$ cat config.mk
export PLATFORM = sky130hd
export DESIGN_NAME = adpcm_playback_device_unit_flat
export DESIGN_NICKNAME = d
export VERILOG_FILES = /design/src/rtl/core/apd_pkg.sv /design/src/rtl/core/apd_if.sv /design/src/rtl/core/apd_front.sv /design/src/rtl/core/apd_back.sv /design/src/rtl/core/adpcm_playback_device_unit.sv /design/src/flat_wrapper.sv
export SDC_FILE = /design/constraint.sdc
export NUM_CORES = 1
export LEC_CHECK = 0
export BUFFER_PORTS_ARGS = -buffer_cell sky130_fd_sc_hd__buf_4
export CORE_ASPECT_RATIO = 0.8
export CORE_MARGIN = 1.5
export CORE_UTILIZATION = 60
export CTS_CLUSTER_SIZE = 16
export DETAILED_ROUTE_END_ITERATION = 6
export PLACE_DENSITY = 0.78
export SYNTH_ARGS = -nofsm -noshare
export SYNTH_HDL_FRONTEND = slang
export SYNTH_SLANG_ARGS = --single-unit
$ cat constraint.sdc
create_clock -name clock -period 24.8 [get_ports clock]
set_input_delay 4.96 -clock clock [delete_from_list [all_inputs] [get_ports clock]]
set_output_delay 4.96 -clock clock [all_outputs]
set_load 0.03 [all_outputs]
$ cat src/rtl/core/apd_pkg.sv
package apd_pkg;

   localparam int FIFO_DEPTH = 8;
   localparam int PTR_W      = $clog2(FIFO_DEPTH);
   localparam int STEP_MAX   = 48;
   localparam int LEAK_NUM   = 245;

   typedef logic [PTR_W-1:0] ptr_type;

   localparam logic [7:0] IDLE_STATUS = 8'h80;

   localparam logic OP_WRITE = 1'b0;
   localparam logic OP_TICK  = 1'b1;

   localparam logic [3:0] ADDR_CONTROL = 4'd0;
   localparam logic [3:0] ADDR_DATA    = 4'd1;
   localparam logic [3:0] ADDR_PAN     = 4'd2;

   localparam logic [1:0] REG_MUTE        = 2'd0;
   localparam logic [1:0] REG_ALLOW_10BIT = 2'd1;
   localparam logic [1:0] REG_OUTPUT_12BIT = 2'd2;

   // control byte bit positions
   localparam int CTRL_STOP = 0;
   localparam int CTRL_PLAY = 1;
   localparam int CTRL_REC  = 2;

   typedef enum logic [2:0] {
      CMD_NOP,
      CMD_CONTROL,
      CMD_DATA,
      CMD_PAN,
      CMD_TICK
   } cmd_kind_type;

   typedef struct packed {
      cmd_kind_type kind;
      logic [7:0]   data;
   } cmd_type;

   typedef struct packed {
      logic mute;
      logic allow_10bit;
      logic output_12bit;
   } cfg_type;

   // floor(16 * 1.1^idx)
   function automatic logic [10:0] step_size(input logic [5:0] idx);
      logic [10:0] v;
      begin
         case (idx)
            6'd0:  v = 11'd16;   6'd1:  v = 11'd17;   6'd2:  v = 11'd19;
            6'd3:  v = 11'd21;   6'd4:  v = 11'd23;   6'd5:  v = 11'd25;
            6'd6:  v = 11'd28;   6'd7:  v = 11'd31;   6'd8:  v = 11'd34;
            6'd9:  v = 11'd37;   6'd10: v = 11'd41;   6'd11: v = 11'd45;
            6'd12: v = 11'd50;   6'd13: v = 11'd55;   6'd14: v = 11'd60;
            6'd15: v = 11'd66;   6'd16: v = 11'd73;   6'd17: v = 11'd80;
            6'd18: v = 11'd88;   6'd19: v = 11'd97;   6'd20: v = 11'd107;
            6'd21: v = 11'd118;  6'd22: v = 11'd130;  6'd23: v = 11'd143;
            6'd24: v = 11'd157;  6'd25: v = 11'd173;  6'd26: v = 11'd190;
            6'd27: v = 11'd209;  6'd28: v = 11'd230;  6'd29: v = 11'd253;
            6'd30: v = 11'd279;  6'd31: v = 11'd307;  6'd32: v = 11'd337;
            6'd33: v = 11'd371;  6'd34: v = 11'd408;  6'd35: v = 11'd449;
            6'd36: v = 11'd494;  6'd37: v = 11'd544;  6'd38: v = 11'd598;
            6'd39: v = 11'd658;  6'd40: v = 11'd724;  6'd41: v = 11'd796;
            6'd42: v = 11'd876;  6'd43: v = 11'd963;  6'd44: v = 11'd1060;
            6'd45: v = 11'd1166; 6'd46: v = 11'd1282; 6'd47: v = 11'd1411;
            6'd48: v = 11'd1552;
            default: v = 11'd0;
         endcase
         return v;
      end
   endfunction

   function automatic logic signed [4:0] step_adjust(input logic [2:0] mag);
      logic signed [4:0] v;
      begin
         case (mag)
            3'd4:    v = 5'sd2;
            3'd5:    v = 5'sd4;
            3'd6:    v = 5'sd6;
            3'd7:    v = 5'sd8;
            default: v = -5'sd1;
         endcase
         return v;
      end
   endfunction

endpackage

$ cat src/rtl/core/apd_if.sv
interface apd_req_if;
   logic       valid;
   logic       ready;
   logic       op;
   logic [3:0] reg_addr;
   logic [7:0] write_data;

   modport source (output valid, op, reg_addr, write_data, input ready);
   modport sink   (input valid, op, reg_addr, write_data, output ready);
endinterface

interface apd_rsp_if;
   logic               valid;
   logic               ready;
   logic signed [15:0] left_sample;
   logic signed [15:0] right_sample;
   logic [7:0]         status_byte;

   modport source (output valid, left_sample, right_sample, status_byte, input ready);
   modport sink   (input valid, left_sample, right_sample, status_byte, output ready);
endinterface

interface apd_csr_if;
   logic       valid;
   logic       ready;
   logic [1:0] index;
   logic       data;

   modport source (output valid, index, data, input ready);
   modport sink   (input valid, index, data, output ready);
endinterface

$ cat src/rtl/core/apd_front.sv
module apd_front (
   input  logic              clock,
   input  logic              reset,
   apd_req_if.sink           req,
   output logic              cmd_valid,
   input  logic              cmd_ready,
   output apd_pkg::cmd_type  cmd
);

   apd_pkg::cmd_type q_ff [2];
   logic             wr_ff, wr_in;
   logic             rd_ff, rd_in;
   logic [1:0]       cnt_ff, cnt_in;
   apd_pkg::cmd_type cls;
   logic             push, pop;

   // classify the request
   always_comb begin
      cls.data = req.write_data;
      if (req.op == apd_pkg::OP_TICK) begin
         cls.kind = apd_pkg::CMD_TICK;
      end else begin
         case (req.reg_addr)
            apd_pkg::ADDR_CONTROL: cls.kind = apd_pkg::CMD_CONTROL;
            apd_pkg::ADDR_DATA:    cls.kind = apd_pkg::CMD_DATA;
            apd_pkg::ADDR_PAN:     cls.kind = apd_pkg::CMD_PAN;
            default:               cls.kind = apd_pkg::CMD_NOP;
         endcase
      end
   end

   assign req.ready = (cnt_ff != 2'd2);
   assign push      = req.valid && req.ready;
   assign cmd_valid = (cnt_ff != 2'd0);
   assign pop       = cmd_valid && cmd_ready;
   assign cmd       = q_ff[rd_ff];

   always_comb begin
      wr_in  = push ? ~wr_ff : wr_ff;
      rd_in  = pop ? ~rd_ff : rd_ff;
      cnt_in = cnt_ff + {1'b0, push} - {1'b0, pop};
   end

   always_ff @(posedge clock) begin
      if (reset) begin
         wr_ff  <= 1'b0;
         rd_ff  <= 1'b0;
         cnt_ff <= 2'd0;
      end else begin
         wr_ff  <= wr_in;
         rd_ff  <= rd_in;
         cnt_ff <= cnt_in;
      end
   end

   always_ff @(posedge clock) begin
      if (push) begin
         q_ff[wr_ff] <= cls;
      end
   end

endmodule

$ cat src/rtl/core/apd_back.sv
module apd_back (
   input  logic              clock,
   input  logic              reset,
   input  apd_pkg::cfg_type  cfg,
   input  logic              cmd_valid,
   output logic              cmd_ready,
   input  apd_pkg::cmd_type  cmd,
   apd_rsp_if.source         rsp
);

   function automatic apd_pkg::ptr_type ptr_inc(input apd_pkg::ptr_type p);
      return (p == apd_pkg::ptr_type'(apd_pkg::FIFO_DEPTH - 1)) ? '0 : p + 1'b1;
   endfunction

   logic signed [11:0] sig_ff, sig_in;
   logic [5:0]         step_ff, step_in;
   logic               hnn_ff, hnn_in;
   logic [7:0]         cur_ff, cur_in;
   logic [7:0]         fifo_ff [apd_pkg::FIFO_DEPTH];
   apd_pkg::ptr_type   rp_ff, rp_in;
   apd_pkg::ptr_type   wp_ff, wp_in;
   logic [7:0]         ec_ff, ec_in;
   logic signed [15:0] held_ff, held_in;
   logic [1:0]         pan_ff, pan_in;
   logic               play_ff, play_in;

   logic               rsp_valid_ff;
   logic signed [15:0] left_ff, left_in;
   logic signed [15:0] right_ff, right_in;
   logic [7:0]         status_ff, status_in;

   logic               fifo_we;
   apd_pkg::ptr_type   fifo_wa;
   logic [7:0]         fifo_wd;
   logic               take;

   // working values of a tick
   logic [7:0]         byte_v;
   logic [7:0]         ec_v;
   apd_pkg::ptr_type   rp_v;
   apd_pkg::ptr_type   base_rp, base_wp, wp_adv;
   logic [3:0]         nib;
   logic [10:0]        sv;
   logic [11:0]        dmag;
   logic signed [13:0] dsgn;
   logic signed [21:0] tsum;
   logic signed [13:0] lvl;
   logic signed [13:0] bound_hi, bound_lo;
   logic signed [11:0] dec_sig;
   logic signed [6:0]  st;
   logic signed [15:0] prod, pmag, pq;
   logic signed [15:0] smp;

   assign take      = cmd_valid && (!rsp_valid_ff || rsp.ready);
   assign cmd_ready = !rsp_valid_ff || rsp.ready;

   // decode one nibble against the current state
   always_comb begin
      nib  = 4'd0;
      byte_v = cur_ff;
      ec_v = ec_ff;
      rp_v = rp_ff;
      if (!hnn_ff) begin
         if (ec_ff == 8'd0) begin
            byte_v = fifo_ff[rp_ff];
            rp_v   = ptr_inc(rp_ff);
            if (rp_v == wp_ff) begin
               ec_v = 8'd1;
            end
         end else if (ec_ff < 8'h80) begin
            ec_v = ec_ff + 8'd1;
         end
      end
      nib = hnn_ff ? byte_v[7:4] : byte_v[3:0];

      sv   = apd_pkg::step_size(step_ff);
      dmag = {4'd0, sv[10:3]}
           + (nib[2] ? {1'b0, sv} : 12'd0)
           + (nib[1] ? {2'b0, sv[10:1]} : 12'd0)
           + (nib[0] ? {3'b0, sv[10:2]} : 12'd0);
      dsgn = nib[3] ? -$signed({2'b00, dmag}) : $signed({2'b00, dmag});
      tsum = $signed({dsgn, 8'd0}) + 22'(sig_ff) * 22'sd245;
      lvl  = tsum[21:8];
      if (cfg.allow_10bit && !cfg.output_12bit) begin
         bound_hi = 14'sd511;
         bound_lo = -14'sd512;
      end else begin
         bound_hi = 14'sd2047;
         bound_lo = -14'sd2048;
      end
      if (lvl > bound_hi) begin
         dec_sig = bound_hi[11:0];
      end else if (lvl < bound_lo) begin
         dec_sig = bound_lo[11:0];
      end else begin
         dec_sig = lvl[11:0];
      end
      st = $signed({1'b0, step_ff}) + 7'(apd_pkg::step_adjust(nib[2:0]));

      // underrun decay: signal * 15 / 16, toward zero
      prod = 16'(sig_ff) * 16'sd15;
      pmag = prod[15] ? -prod : prod;
      pq   = prod[15] ? -(pmag >>> 4) : (pmag >>> 4);
   end

   always_comb begin
      sig_in    = sig_ff;
      step_in   = step_ff;
      hnn_in    = hnn_ff;
      cur_in    = cur_ff;
      rp_in     = rp_ff;
      wp_in     = wp_ff;
      ec_in     = ec_ff;
      held_in   = held_ff;
      pan_in    = pan_ff;
      play_in   = play_ff;
      fifo_we   = 1'b0;
      fifo_wa   = wp_ff;
      fifo_wd   = cmd.data;
      left_in   = '0;
      right_in  = '0;
      base_rp   = rp_ff;
      base_wp   = wp_ff;
      wp_adv    = ptr_inc(wp_ff);
      smp       = held_ff;
      if (take) begin
         case (cmd.kind)
            apd_pkg::CMD_CONTROL: begin
               if (cmd.data[apd_pkg::CTRL_STOP]) begin
                  play_in = 1'b0;
               end else if (cmd.data[apd_pkg::CTRL_PLAY]) begin
                  if (!play_ff) begin
                     play_in = 1'b1;
                     sig_in  = -12'sd2;
                     fifo_we = 1'b1;
                     fifo_wa = '0;
                     rp_in   = '0;
                     wp_in   = apd_pkg::ptr_type'(1);
                     ec_in   = 8'd0;
                  end
                  step_in = 6'd0;
                  hnn_in  = 1'b0;
               end else begin
                  play_in = 1'b0;
               end
            end
            apd_pkg::CMD_DATA: begin
               if (ec_ff >= 8'd2) begin
                  base_rp = '0;
                  base_wp = '0;
               end
               wp_adv  = ptr_inc(base_wp);
               fifo_we = 1'b1;
               fifo_wa = base_wp;
               rp_in   = base_rp;
               wp_in   = (wp_adv == base_rp) ? base_wp : wp_adv;
               ec_in   = 8'd0;
            end
            apd_pkg::CMD_PAN: begin
               pan_in = cmd.data[1:0];
            end
            apd_pkg::CMD_TICK: begin
               if (play_ff && !cfg.mute) begin
                  cur_in = byte_v;
                  rp_in  = rp_v;
                  hnn_in = ~hnn_ff;
                  ec_in  = ec_v;
                  if (ec_v < 8'd2) begin
                     sig_in  = dec_sig;
                     held_in = {dec_sig, 4'd0};
                     if (st < 7'sd0) begin
                        step_in = 6'd0;
                     end else if (st > 7'(apd_pkg::STEP_MAX)) begin
                        step_in = 6'(apd_pkg::STEP_MAX);
                     end else begin
                        step_in = st[5:0];
                     end
                     smp = {dec_sig, 4'd0};
                  end else if (ec_v >= 8'd3) begin
                     ec_in   = ec_v - 8'd1;
                     sig_in  = pq[11:0];
                     held_in = {pq[11:0], 4'd0};
                     smp     = {pq[11:0], 4'd0};
                  end
                  left_in  = pan_ff[1] ? 16'sd0 : smp;
                  right_in = pan_ff[0] ? 16'sd0 : smp;
               end
            end
            default: begin
            end
         endcase
      end
      status_in = play_in ? 8'd0 : apd_pkg::IDLE_STATUS;
   end

   always_ff @(posedge clock) begin
      if (reset) begin
         sig_ff       <= -12'sd2;
         step_ff      <= 6'd0;
         hnn_ff       <= 1'b0;
         cur_ff       <= 8'd0;
         rp_ff        <= '0;
         wp_ff        <= '0;
         ec_ff        <= 8'd255;
         held_ff      <= 16'sd0;
         pan_ff       <= 2'd0;
         play_ff      <= 1'b0;
         rsp_valid_ff <= 1'b0;
      end else begin
         sig_ff  <= sig_in;
         step_ff <= step_in;
         hnn_ff  <= hnn_in;
         cur_ff  <= cur_in;
         rp_ff   <= rp_in;
         wp_ff   <= wp_in;
         ec_ff   <= ec_in;
         held_ff <= held_in;
         pan_ff  <= pan_in;
         play_ff <= play_in;
         if (take) begin
            rsp_valid_ff <= 1'b1;
         end else if (rsp.ready) begin
            rsp_valid_ff <= 1'b0;
         end
      end
   end

   always_ff @(posedge clock) begin
      if (fifo_we) begin
         fifo_ff[fifo_wa] <= fifo_wd;
      end
      if (take) begin
         left_ff   <= left_in;
         right_ff  <= right_in;
         status_ff <= status_in;
      end
   end

   assign rsp.valid        = rsp_valid_ff;
   assign rsp.left_sample  = left_ff;
   assign rsp.right_sample = right_ff;
   assign rsp.status_byte  = status_ff;

endmodule

$ cat src/rtl/core/adpcm_playback_device_unit.sv
// ADPCM playback device: 4-bit adaptive differential decoder with byte FIFO.
// req_port carries one request per handshake: op 0 is a register write
// (reg_addr 0 control, 1 data FIFO, 2 pan, others ignored), op 1 is one
// sample tick. Every request yields exactly one response on rsp_port with
// left/right samples (zero for writes) and the status byte after it.
// csr_port writes mute, allow_10bit and output_12bit (index 0..2, data bit);
// it is always ready and must only be used while no request is in flight.
// Throughput: one request per cycle while rsp_port is ready. The front
// classifies each request into a two-entry queue; the back decodes one
// queued request per cycle through a combinational step ROM, leak multiply
// and clamp, then parks the response in an output register. With the queue
// empty, an accepted request passes through the queue and then the output
// register before response valid rises.
// When the receiver stalls, the response holds, the back freezes and the
// queue fills; req_port.ready drops once both queue slots are taken.
// Reset (synchronous, active high) stops playback, sets the signal level to
// minus two, the underrun counter to 255, and restores output_12bit to 1.
// The recording flag of the control register has no observable effect and
// is not kept.
module adpcm_playback_device_unit (
   input  logic      clock,
   input  logic      reset,
   apd_req_if.sink   req_port,
   apd_rsp_if.source rsp_port,
   apd_csr_if.sink   csr_port
);

   apd_pkg::cfg_type cfg_ff, cfg_in;
   logic             cmd_valid;
   logic             cmd_ready;
   apd_pkg::cmd_type cmd;

   // take a config write every cycle
   assign csr_port.ready = 1'b1;

   always_comb begin
      cfg_in = cfg_ff;
      if (csr_port.valid) begin
         case (csr_port.index)
            apd_pkg::REG_MUTE:         cfg_in.mute         = csr_port.data;
            apd_pkg::REG_ALLOW_10BIT:  cfg_in.allow_10bit  = csr_port.data;
            apd_pkg::REG_OUTPUT_12BIT: cfg_in.output_12bit = csr_port.data;
            default: begin
            end
         endcase
      end
   end

   always_ff @(posedge clock) begin
      if (reset) begin
         cfg_ff.mute         <= 1'b0;
         cfg_ff.allow_10bit  <= 1'b0;
         cfg_ff.output_12bit <= 1'b1;
      end else begin
         cfg_ff <= cfg_in;
      end
   end

   // classify and queue requests
   apd_front u_front (
      .clock     (clock),
      .reset     (reset),
      .req       (req_port),
      .cmd_valid (cmd_valid),
      .cmd_ready (cmd_ready),
      .cmd       (cmd)
   );

   // execute and hold the response
   apd_back u_back (
      .clock     (clock),
      .reset     (reset),
      .cfg       (cfg_ff),
      .cmd_valid (cmd_valid),
      .cmd_ready (cmd_ready),
      .cmd       (cmd),
      .rsp       (rsp_port)
   );

endmodule

$ cat src/flat_wrapper.sv
// flat-port wrapper written by rule: the top's interface ports become plain ports
module adpcm_playback_device_unit_flat 
  (clock, reset, req_port_valid, req_port_op, req_port_reg_addr, req_port_write_data, req_port_ready, rsp_port_valid, rsp_port_left_sample, rsp_port_right_sample, rsp_port_status_byte, rsp_port_ready, csr_port_valid, csr_port_index, csr_port_data, csr_port_ready);
  apd_req_if req_port_i ();
  apd_rsp_if rsp_port_i ();
  apd_csr_if csr_port_i ();
  input  logic clock;
  input  logic reset;
  input wire logic [$bits(req_port_i.valid)-1:0] req_port_valid;
  input wire logic [$bits(req_port_i.op)-1:0] req_port_op;
  input wire logic [$bits(req_port_i.reg_addr)-1:0] req_port_reg_addr;
  input wire logic [$bits(req_port_i.write_data)-1:0] req_port_write_data;
  output wire logic [$bits(req_port_i.ready)-1:0] req_port_ready;
  output wire logic [$bits(rsp_port_i.valid)-1:0] rsp_port_valid;
  output wire logic [$bits(rsp_port_i.left_sample)-1:0] rsp_port_left_sample;
  output wire logic [$bits(rsp_port_i.right_sample)-1:0] rsp_port_right_sample;
  output wire logic [$bits(rsp_port_i.status_byte)-1:0] rsp_port_status_byte;
  input wire logic [$bits(rsp_port_i.ready)-1:0] rsp_port_ready;
  input wire logic [$bits(csr_port_i.valid)-1:0] csr_port_valid;
  input wire logic [$bits(csr_port_i.index)-1:0] csr_port_index;
  input wire logic [$bits(csr_port_i.data)-1:0] csr_port_data;
  output wire logic [$bits(csr_port_i.ready)-1:0] csr_port_ready;
  assign req_port_i.valid = req_port_valid;
  assign req_port_i.op = req_port_op;
  assign req_port_i.reg_addr = req_port_reg_addr;
  assign req_port_i.write_data = req_port_write_data;
  assign req_port_ready = req_port_i.ready;
  assign rsp_port_valid = rsp_port_i.valid;
  assign rsp_port_left_sample = rsp_port_i.left_sample;
  assign rsp_port_right_sample = rsp_port_i.right_sample;
  assign rsp_port_status_byte = rsp_port_i.status_byte;
  assign rsp_port_i.ready = rsp_port_ready;
  assign csr_port_i.valid = csr_port_valid;
  assign csr_port_i.index = csr_port_index;
  assign csr_port_i.data = csr_port_data;
  assign csr_port_ready = csr_port_i.ready;
  adpcm_playback_device_unit u_core (.clock(clock), .reset(reset), .req_port(req_port_i), .rsp_port(rsp_port_i), .csr_port(csr_port_i));
endmodule
==> results.toml <==
[clock_tree]
cts_sinks = 202
clk_latency_ps = 490
cts_tree = "done"
htreeDepth = 1
clockRootBuffer = "clkbuf_16"
post-cts-setup-buffers = 0
clock_path_buffers = 3
numCtsBuffers = 20
path_clk_slew_ps = 60
cts_resized = 0
ctsHoldBuffers = 0

[synthesis]
synth_flop_cell = "edfxtp_1"
syn_inst = 1632
syn-cell-area_mm2 = 0.0157
ys_warn_count = 0
ys_seq_area_frac = 0.333
ys_ff_latch = 202
synth_edf_count = 119
ys_types = 94
syn_avg_cell_area_um2 = 9.64
synthArstFlopShare = 0

[route]
dr.pass1.iters = 5
vias_per_cell = 6.10
avgRoutedWirePerCell_um = 18.7
drt-initial-drc-count = 1161
totalWireLength_mm = 37.7
ant_nets = 0
vias = 12301
drc = 0

[sta]
slew_headroom = 0.272
fin_tns_setup_ps = 0
timing.fmax_ghz = 0.0888
finalSetupViolCount = 0
rsz0062_at_grt = "no"
finalClockSkew_ps = 10.6
worstMarginPinSlew_ps = 1090
maxSlewViolCount = 0
period_needed_ps = 11260
hold_viol = 0
finalCritPeriodShare = 0.454

[cells_and_area]
fin_cells = 2017
area_growth_syn_to_layout_pct = 8.05
nNetsFinal = 1874
drive_gt1_frac = 0.0954
num_antenna_cells = 0

[run]
cap_violations = 0

[grt]
grt_max_degree = 47
grtUsageTotal = 0.282
grt_pass1_vias = 12068
grt_first_pass_wirelength_mm = 61.2
antenna_found_initial = 0
grt-ovfl-total = 0

[placement]
hpwl_mm = 29.0
portBuffers = 55
routabilityCongestion = 0.910
dp.cells = 1981

[worst_setup_path]
r2r_end = "u_core.u_back.rsp.right_sample[13]"
start_kind = "register"
rrSetupSlack_ps = 13540
cp_common_cell = "nor2_1"
cp_num_buf_inv = 3
arrival_ps = 11480
path_delay_family = "compound AO/OA/AOI/OAI gates"
setup.worst_path.class = "reg2reg"
rr_worst_depth = 39
required_ps = 25020
slowest_delay_ps = 1020
critPathCaptureType = "register"
slowest_stage = "dfxtp_1"
path_depth = 39
critPathMaxFanout = 16

[floorplanning]
die_h_um = 148
row_count = 52
die_w_um = 184
start_util = 0.617
coreArea_mm2 = 0.0255
io-pin-count = 64
dieArea_mm2 = 0.0272

[hold_path]
hp-class = "reg2reg"
min_to = "u_core.u_back.held_ff[7]"
hp-start = "u_core.u_back.held_ff[7]"
hold-path-cell-count = 2

[power_and_ir_drop]
ir_worst_vdd_mv = 0.0540
power_density_mw_per_mm2 = 57.0
p_total_mw = 0.969
leakage_nw = 7.14

[status]
status = "completed"
==> flip-flops by register name, summed over array words and instances, names as in the netlist, named ones only <==
signal                          count
u_core.u_back.rsp.valid             1
u_core.u_back.sv                   11
u_core.u_back.hnn_ff                1
u_core.u_front.wr_ff                1
u_core.u_back.held_ff              16
u_core.u_back.fifo_ff              64
u_core.u_front.cnt_ff               2
u_core.u_back.play_ff               1
u_core.cfg_ff                       3
u_core.u_back.rsp.left_sample      16
u_core.u_back.cur_ff                6
u_core.u_back.sig_ff               12
u_core.u_back.wp_ff                 3
u_core.u_back.step_ff               6
u_core.u_back.ec_ff                 8
u_core.u_back.pan_ff                2
u_core.u_back.rp_ff                 3
u_core.u_front.q_ff                22
u_core.u_front.rd_ff                1
u_core.u_back.rsp.status_byte       1
u_core.u_back.rsp.right_sample     16
==> Yosys cell counts, drive strengths merged, types with 41 or more instances <==
| cell type | instances | area (um^2) |
|---|---|---|
| edfxtp | 119 | 3570 |
| fa | 89 | 1780 |
| clkbuf | 41 | 155 |
| inv | 169 | 634 |
| o21ai | 63 | 315 |
| ha | 112 | 1400 |
| xnor2 | 63 | 559 |
| nor2 | 167 | 629 |
| nand2 | 92 | 345 |
| nor3 | 47 | 240 |
| a21oi | 93 | 465 |
| dfxtp | 83 | 1660 |
==> cells by family after synthesis <==
| family | after synthesis | synth area share |
|---|---|---|
| flip-flops | 202 | 0.333 |
| other | 2 | 0.000477 |
| XOR/XNOR | 94 | 0.0528 |
| adder cells (fa/ha/maj) | 201 | 0.202 |
| AND/OR/NAND/NOR | 495 | 0.153 |
| AO/OA/AOI/OAI | 329 | 0.142 |
| buffers and inverters | 249 | 0.0640 |
| multiplexers | 60 | 0.0533 |
==> worst max-delay path by stage <==
| stage | from | endpoint | slack (ps) |
|---|---|---|---|
| floorplan | register | u_core.u_back.rsp.right_sample[13] | 15240 |
| global placement | register | u_core.u_back.rsp.left_sample[13] | 14000 |
| detailed placement | register | u_core.u_back.rsp.left_sample[13] | 13640 |
| CTS | register | u_core.u_back.rsp.right_sample[13] | 13610 |
| global route | register | u_core.u_back.rsp.left_sample[13] | 12710 |
| finish | register | u_core.u_back.rsp.right_sample[13] | 13540 |
==> tightest hold or removal path: cells and delay by family (launching register included) <==
kind	cells	cell delay, ps
compound gates	1	50
flops	1	310
simple gates	1	50
==> metal layers <==
metal  track usage  share of wire  wire length [um]  up-vias
li1              -              -                 -     5769
met1         0.394           0.44             16500     5961
met2         0.470           0.47             17600      513
met3        0.0397          0.074              2780       58
met4        0.0623          0.021               774        0
met5             0              0                 0        -
==> power breakdown <==
part | switching, mW | total, mW | internal [mW]
clock network | 0.123 | 0.297 | 0.175
logic | 0.162 | 0.246 | 0.0844
registers | 0.0195 | 0.425 | 0.406
==> cells in the final DEF (no fill, tap or decap), types with 54 or more instances in the layout <==
master and n:
inv_1 167, nor2_1 166, edfxtp_1 119, ha_1 112, a21oi_1 93, nand2_1 92
fa_1 89, dfxtp_1 83, buf_4 68, xnor2_1 62, o21ai_0 54
==> final cells by class <==
| type | instances | area (um^2) |
|---|---|---|
| well taps | 351 | 439 |
| multi-input cells | 1187 | 9520 |
| repair buffers | 68 | 510 |
| clock buffers | 28 | 582 |
| fillers | 2010 | 8500 |
| clock inverters | 8 | 68.8 |
| flip-flops and latches | 202 | 5240 |
| inverters | 173 | 652 |
==> metrics by stage <==
stage / worst slack, ps / instance area (um^2) / hold slack [ps] / utilization
2_1_floorplan: 15240 / 15800 / 429 / -
3_3_place_gp: 14000 / 16400 / 438 / 0.641
3_5_place_dp: 13640 / 16400 / 447 / 0.641
4_1_cts: 13610 / 17000 / 454 / 0.667
5_1_grt: 12710 / 17000 / 476 / 0.667
6_report: 13540 / 17000 / 458 / 0.667
No activity file was read; power rests on OpenSTA's default activity.
